$ cat src/hdl/hsd_pkg.sv
`default_nettype none
// ----------------------------------------------------------------------------
// hsd_pkg
// Shared types and constants of the Huffman stream decoder: phases, controller
// states, datapath operations and the status bundle returned to the controller.
// ----------------------------------------------------------------------------
package hsd_pkg;

    localparam int BYTE_W = 8;          // stream byte and symbol width
    localparam int VAL_W  = 9;          // node value: symbol or right-child link
    localparam int ENT_W  = VAL_W + 1;  // node entry: leaf flag over value
    localparam int LBC_W  = 4;          // leaf symbol bit counter
    localparam int BITS_W = 4;          // bits left in the current byte
    localparam int SKIP_W = 2;          // header skip counter

    localparam logic [LBC_W-1:0]  LEAF_LAST     = 4'd8;
    localparam logic [BITS_W-1:0] BITS_PER_BYTE = 4'd8;

    typedef enum logic [1:0] {
        PH_TREE,
        PH_SKIP,
        PH_DECODE,
        PH_ERROR
    } t_phase;

    typedef enum logic [3:0] {
        ST_IDLE,
        ST_TREE_BIT,
        ST_TREE_LINK,
        ST_SKIP,
        ST_DEC_READ,
        ST_DEC_EVAL,
        ST_FLUSH,
        ST_SINGLE,
        ST_ERROR_OUT
    } t_state;

    typedef enum logic [3:0] {
        OP_NONE,
        OP_LOAD,
        OP_TREE_BIT,
        OP_TREE_LINK,
        OP_SKIP,
        OP_DEC_READ,
        OP_DEC_STEP,
        OP_FLUSH,
        OP_SINGLE,
        OP_ERROR
    } t_op;

    typedef enum logic [1:0] {
        TR_CONT,    // bit consumed, tree still open
        TR_DONE,    // last leaf finished with an empty stack
        TR_LINK,    // leaf finished, popped parent needs its right link
        TR_OVFL     // node table or stack full
    } t_tree_res;

    typedef struct packed {
        t_tree_res tree_res;
        logic      last_bit;    // current bit is the last of the byte
        logic      bits_done;   // no bits left in the byte
        logic      root_leaf;   // tree is a single leaf
        logic      skip_le1;    // this skipped byte is the last one
        logic      out_free;    // output register can take a result
        logic      rd_leaf;     // node read data is a leaf
        logic      pend_valid;  // a decoded symbol waits for release
    } t_dp_status;

endpackage
`default_nettype wire

$ cat src/hdl/hsd_ctrl.sv
`default_nettype none
// ----------------------------------------------------------------------------
// hsd_ctrl
// Phase register and per-byte sequencer. Issues one datapath operation per
// cycle from the phase and the datapath status.
// ----------------------------------------------------------------------------
module hsd_ctrl
    import hsd_pkg::*;
#(
    parameter int SKIP_BYTES = 3
) (
    input  wire logic       i_clk,
    input  wire logic       i_rst_n,
    input  wire logic       i_in_valid,
    input  wire logic       i_stream_start,
    input  wire t_dp_status i_status,
    output t_op             o_op,
    output logic            o_in_stall
);

    t_state r_state;
    t_state n_state;
    t_phase r_phase;
    t_phase n_phase;
    t_phase w_eff_phase;
    logic   w_step_blocked;

    always_ff @(posedge i_clk) begin
        if (!i_rst_n) begin
            r_state <= ST_IDLE;
            r_phase <= PH_TREE;
        end else begin
            r_state <= n_state;
            r_phase <= n_phase;
        end
    end

    always_comb begin
        w_eff_phase    = i_stream_start ? PH_TREE : r_phase;
        // a new leaf cannot push the held symbol out while the output is busy
        w_step_blocked = i_status.rd_leaf && i_status.pend_valid && !i_status.out_free;
    end

    // next state
    always_comb begin
        n_state = r_state;
        n_phase = r_phase;
        case (r_state)
            ST_IDLE: begin
                if (i_in_valid) begin
                    n_phase = w_eff_phase;
                    case (w_eff_phase)
                        PH_TREE:   n_state = ST_TREE_BIT;
                        PH_SKIP:   n_state = ST_SKIP;
                        PH_DECODE: n_state = i_status.root_leaf ? ST_SINGLE : ST_DEC_READ;
                        default:   n_state = ST_ERROR_OUT;
                    endcase
                end
            end
            ST_TREE_BIT: begin
                case (i_status.tree_res)
                    TR_OVFL: begin
                        n_phase = PH_ERROR;
                        n_state = ST_ERROR_OUT;
                    end
                    TR_DONE: begin
                        n_phase = (SKIP_BYTES == 0) ? PH_DECODE : PH_SKIP;
                        n_state = ST_IDLE;
                    end
                    TR_LINK: n_state = ST_TREE_LINK;
                    default: n_state = i_status.last_bit ? ST_IDLE : ST_TREE_BIT;
                endcase
            end
            ST_TREE_LINK: n_state = i_status.bits_done ? ST_IDLE : ST_TREE_BIT;
            ST_SKIP: begin
                n_phase = i_status.skip_le1 ? PH_DECODE : PH_SKIP;
                n_state = ST_IDLE;
            end
            ST_DEC_READ: n_state = ST_DEC_EVAL;
            ST_DEC_EVAL: begin
                if (!w_step_blocked && i_status.last_bit) begin
                    n_state = ST_FLUSH;
                end
            end
            ST_FLUSH: begin
                if (!i_status.pend_valid || i_status.out_free) begin
                    n_state = ST_IDLE;
                end
            end
            ST_SINGLE: begin
                if (i_status.out_free && i_status.last_bit) begin
                    n_state = ST_IDLE;
                end
            end
            ST_ERROR_OUT: begin
                if (i_status.out_free) begin
                    n_state = ST_IDLE;
                end
            end
            default: n_state = ST_IDLE;
        endcase
    end

    // outputs
    always_comb begin
        o_op       = OP_NONE;
        o_in_stall = (r_state != ST_IDLE);
        case (r_state)
            ST_IDLE: begin
                if (i_in_valid) begin
                    o_op = OP_LOAD;
                end
            end
            ST_TREE_BIT:  o_op = OP_TREE_BIT;
            ST_TREE_LINK: o_op = OP_TREE_LINK;
            ST_SKIP:      o_op = OP_SKIP;
            ST_DEC_READ:  o_op = OP_DEC_READ;
            ST_DEC_EVAL: begin
                if (!w_step_blocked) begin
                    o_op = OP_DEC_STEP;
                end
            end
            ST_FLUSH: begin
                if (i_status.pend_valid && i_status.out_free) begin
                    o_op = OP_FLUSH;
                end
            end
            ST_SINGLE: begin
                if (i_status.out_free) begin
                    o_op = OP_SINGLE;
                end
            end
            ST_ERROR_OUT: begin
                if (i_status.out_free) begin
                    o_op = OP_ERROR;
                end
            end
            default: o_op = OP_NONE;
        endcase
    end

endmodule
`default_nettype wire
$ cat config.mk
export PLATFORM = sky130hd
export DESIGN_NAME = hsd_ctrl
export DESIGN_NICKNAME = d
export VERILOG_FILES = /design/src/hdl/hsd_pkg.sv /design/src/hdl/hsd_ctrl.sv
export SDC_FILE = /design/constraint.sdc
export NUM_CORES = 1
export LEC_CHECK = 0
export ABC_AREA = 1
export BUFFER_PORTS_ARGS = -buffer_cell sky130_fd_sc_hd__clkbuf_2
export CORE_AREA = 2 2 39 41
export CTS_BUF_LIST = sky130_fd_sc_hd__clkbuf_8
export CTS_CLUSTER_SIZE = 24
export DETAILED_ROUTE_END_ITERATION = 6
export DIE_AREA = 0 0 41 43
export PLACE_DENSITY = 0.82
export SLEW_MARGIN = 20
export SYNTH_ARGS = -nofsm -noshare
export SYNTH_HDL_FRONTEND = slang
export SYNTH_SLANG_ARGS = --single-unit
$ cat constraint.sdc
create_clock -name i_clk -period 2.2 [get_ports i_clk]
set_input_delay 0.44 -clock i_clk [delete_from_list [all_inputs] [get_ports i_clk]]
set_output_delay 0.44 -clock i_clk [all_outputs]
set_load 0.03 [all_outputs]
Word-level counts from Yosys, hierarchy flattened
Cells that the tools add are included.
Storage, ports and cells
  output and inout bits: 5
  logic and storage cells: 58
  flip-flop bits (word level): 6
Cells by class
  mux-type cells: 22
  reduce and logical (&&, ||, !) cells: 15
  equal/unequal tests: 19
Operators with widths (number)
  $pmux W4 S9: 1
  $pmux W4 S8: 1
  $mux W4: 7
  $pmux W4 S3: 2
  $eq A4 B3 Y1 const B: 4
  $ne A2 B2 Y1 const B: 5
  $eq A4 B2 Y1 const B: 2
  $mux W2: 4
  $eq A2 B2 Y1 const B: 3
  $mux W3: 2
  $pmux W2 S3: 1
  $logic_and A1 B1 Y1: 5
  $reduce_and A5 Y1: 1
  $eq A2 B1 Y1 const B: 2
  $eq A4 B1 Y1 const B: 1
  $eq A4 B4 Y1 const B: 1
  $logic_not A4 Y1: 1
  $pmux W2 S2: 1
  $reduce_bool A4 Y1: 1
  $logic_not A1 Y1: 3
  $mux W1: 3
  $ne A3 B3 Y1 const B: 1
  $reduce_and A3 Y1: 1
  $reduce_bool A3 Y1: 1
  2 further kinds: 2

Longest topological paths before layout
  depth in word-level cells: 6
  gate-level depth with buffers: 9
  mapped depth without buffers: 9

Worst setup path before layout
No wires, ideal clock.
  kind: register to output
  start: register r_state[3]
  end: output port o_op[0]
  path buffers: 0
  path slack: 437 ps
  cell stages (with the launch flop): 4
  data arrival time: 1323 ps
  path through: dfxtp_1 > nor2_2 > nand2_2 > o2111ai_1
On the way
  cells in the longest elaborated chain, start to end: 2
  elaborated cells on any way between the ends: 10
Ends and longest elaborated chain
  from (decl): line hsd_ctrl.sv:21  | t_state r_state;
  from (signal assigned): line hsd_ctrl.sv:33  | r_state <= n_state;
  $eq A4 B4 Y1 (tied with other cells): line hsd_ctrl.sv:108  | case (r_state)
  $pmux W4 S9 *: line hsd_ctrl.sv:108
  to (decl): line hsd_ctrl.sv:17  | output t_op o_op,
Every way passes the cells marked *; elsewhere a longest branch is shown, timed or not.

Worst setup path after layout
  start: register r_state[1]
  end: output port o_op[0]
Same word-level chain as after synthesis.

==> flow_metrics.py <==
metrics = {
    "synth": {
        "synth_edf_count": 0,
        "syn_inst": 114,
        "synth_compound_area_share_pct": 13.61,
        "synth_top_family_by_area": "simple AND/OR/NAND/NOR gates",
        "synth_mux_area_share_pct": 0,
        "postSynthAreaPerCell_sq_um": 5.323,
        "syn_nets": 127,
        "synthTopCellsByCount": "28 x nand2_1, 21 x inv_1, 19 x nor2_1",
        "synth_most_common_cell": "nand2_1",
        "async_reset_ff_share_pct": 0,
        "yosys_register_bits": 6,
        "synth-main-ff-cell": "dfxtp_1",
        "yosys.area_share.xor_xnor_pct": 0,
        "synth.top_cell.area_share_pct": 19.79,
        "yosys_warnings": 0,
        "yosysTopAreaCell": "dfxtp_1",
        "yosys.area_share.adder_pct": 0,
        "synth_area_sq_um": 606.8,
        "ys_seq_area_share_pct": 19.79,
        "synth-simple-area-share_pct": 51.13,
        "ys_top_cells_by_area": "dfxtp_1 20%, nand2_1 17%, inv_1 13%, nor2_1 12%, nand3_1 7.4%",
        "synthDistinctLibCells": 17,
    },
    "critical_path": {
        "startpoint": "r_state[1]",
        "crit_path_start_kind": "register",
        "worstSetupPathType": "reg2out",
        "r2r-end": "r_phase[0]",
        "worstReg2RegStart": "r_state[3]",
        "r2r_setup_slack_ns": 0.90,
        "critical_path_required_ns": 1.76,
        "worst-r2r-cell-count": 6,
        "cp-end-kind": "primary output",
        "crit_arrival_ns": 1.47,
        "path_max_fanout": 4,
    },
    "worst_hold_path": {
        "min_path_type": "in2reg",
        "holdPathEnd": "r_phase[0]",
        "hold-path-cell-count": 3,
        "hp-start": "i_rst_n",
    },
    "grt": {
        "grt_pass1_vias": 677,
        "overflow": 0,
        "grt_max_degree": 7,
        "grt_usage_pct": 21.25,
        "grt_pass1_wl_microns": 2566,
        "antenna_found_initial": 0,
    },
    "placed_design": {
        "dp.cells": 147,
        "place.gp.congestion": 0.8341,
        "io_buffers": 17,
        "hpwl_microns": 1272,
    },
    "sta": {
        "setup_violations": 0,
        "finalCritPeriodShare_pct": 86.62,
        "rsz0062_at_grt": "false",
        "fmax_mhz": 524.7,
        "tightest_slew_ns": 0.3612,
        "layout_min_cycle_time_ns": 1.906,
        "slew_viol_final": 0,
        "relSlewSlack_pct": 75.90,
        "hold_viol": 0,
        "fin_skew_ns": 0.001436,
        "final.setup.tns_ns": 0,
    },
    "clock_tree": {
        "ctsHoldBuffers": 0,
        "clockBufferDepth": 2,
        "clock-sinks": 6,
        "post_cts_resized": 0,
        "cts_tree": "yes",
        "clk_pin_slew_worst_paths_ns": 0.03,
        "cts_setup_buffers": 0,
        "cts_htree_levels": 1,
        "cts_buffers": 3,
        "cts-root-buf": "clkbuf_8",
        "insertion_delay_ns": 0.22,
    },
    "floorplan": {
        "die_h_microns": 43,
        "dieArea_sq_mm": 0.001763,
        "placementRows": 14,
        "coreArea_sq_mm": 0.001384,
        "ios": 18,
        "die_w_microns": 41,
        "start_util_pct": 43.85,
    },
    "drt": {
        "ant_nets": 0,
        "vias": 765,
        "drc_errors": 0,
        "drt_iter0_drc": 34,
        "vias_per_cell": 5.100,
        "routed_wl_microns": 1520,
        "wire_per_inst_microns": 10.13,
        "dr.pass1.iters": 4,
    },
    "cells_and_area": {
        "utilization_pct": 54.43,
        "fin_cells": 150,
        "nFillCells": 139,
        "fin_nets": 149,
        "layout-drive-gt1-share_pct": 23.88,
        "n_antenna_cell": 0,
        "area_growth_pct": 24.12,
    },
    "power": {
        "ir_worst_vdd_v": 0.0008211,
        "pwr_density_cell_mw_per_mm2": 1344,
        "p_leak_nw": 0.4323,
    },
    "flow_run": {
        "drv_cap": 0,
    },
    "run_status": {
        "status": "finished clean",
    },
}
## stage by stage
step	area [sq um]	power (mW)	hold slack, ns	setup WS, ns
CTS	753.2	1.015	0.4648	0.3009
floorplan	606.8	0.6845	0.5020	0.4366
global placement	711.9	0.8333	0.5160	0.5940
detailed placement	711.9	0.8437	0.5261	0.5417
finish	753.2	1.012	0.4629	0.2943
global route	753.2	1.107	0.4878	0.1946
## metal layers
metal | wire length (microns) | global-route usage, %
met2 | 724 | 31.25
met4 | 35 | 12.67
met1 | 666 | 26.95
met3 | 94 | 4.712
met5 | 0 | 0
## worst max path at each step
stage | endpoint | slack (ns) | depth (start not counted)
detailed placement | o_op[0] | 0.54 | 7
finish | o_op[0] | 0.29 | 7
floorplan | o_op[0] | 0.44 | 3
CTS | o_op[0] | 0.30 | 7
global placement | o_op[1] | 0.59 | 7
global route | o_op[0] | 0.19 | 7
## area by class of cell
cell class / instances / area [sq um] / area share [%]
Timing Repair Buffer: 17 / 85.08 / 11.30
Tap cell: 16 / 20.02 / 2.658
Sequential cell: 6 / 120.1 / 15.95
Multi-Input combinational cell: 83 / 392.9 / 52.16
Inverter: 25 / 93.84 / 12.46
Clock buffer: 3 / 41.29 / 5.482
## critical path: stages (launching register included)
cell	delay, ns
dfxtp_1	0.38
inv_2	0.06
nor2_1	0.20
inv_1	0.11
nor2_1	0.13
nor2_1	0.05
o2111ai_1	0.07
clkbuf_2	0.23
## state kept, by name, indices dropped and copies added, names as in the netlist
signal and count:
r_state 4, r_phase 2
## kinds of logic (layout without fill, tap and decap cells)
kind of cell | after synthesis | in the layout
AND/OR/NAND/NOR | 69 | 69
flip-flops | 6 | 6
buffers and inverters | 25 | 45
AO/OA/AOI/OAI | 14 | 14
## where the power goes
part | switching, mW | internal [mW]
registers | 0.0404 | 0.145
clock network | 0.0455 | 0.117
logic | 0.461 | 0.202
## layout by cell type, fill, tap and decap left out, drive strengths merged
master,count
nor3,1
nand4,4
nand3,10
clkbuf,20
o31ai,1
dfxtp,6
nor2,24
nand2,30
inv,25
o21ai,6
o211ai,1
o2111ai,2
a21oi,4
No activity file was read; power rests on OpenSTA's default activity.
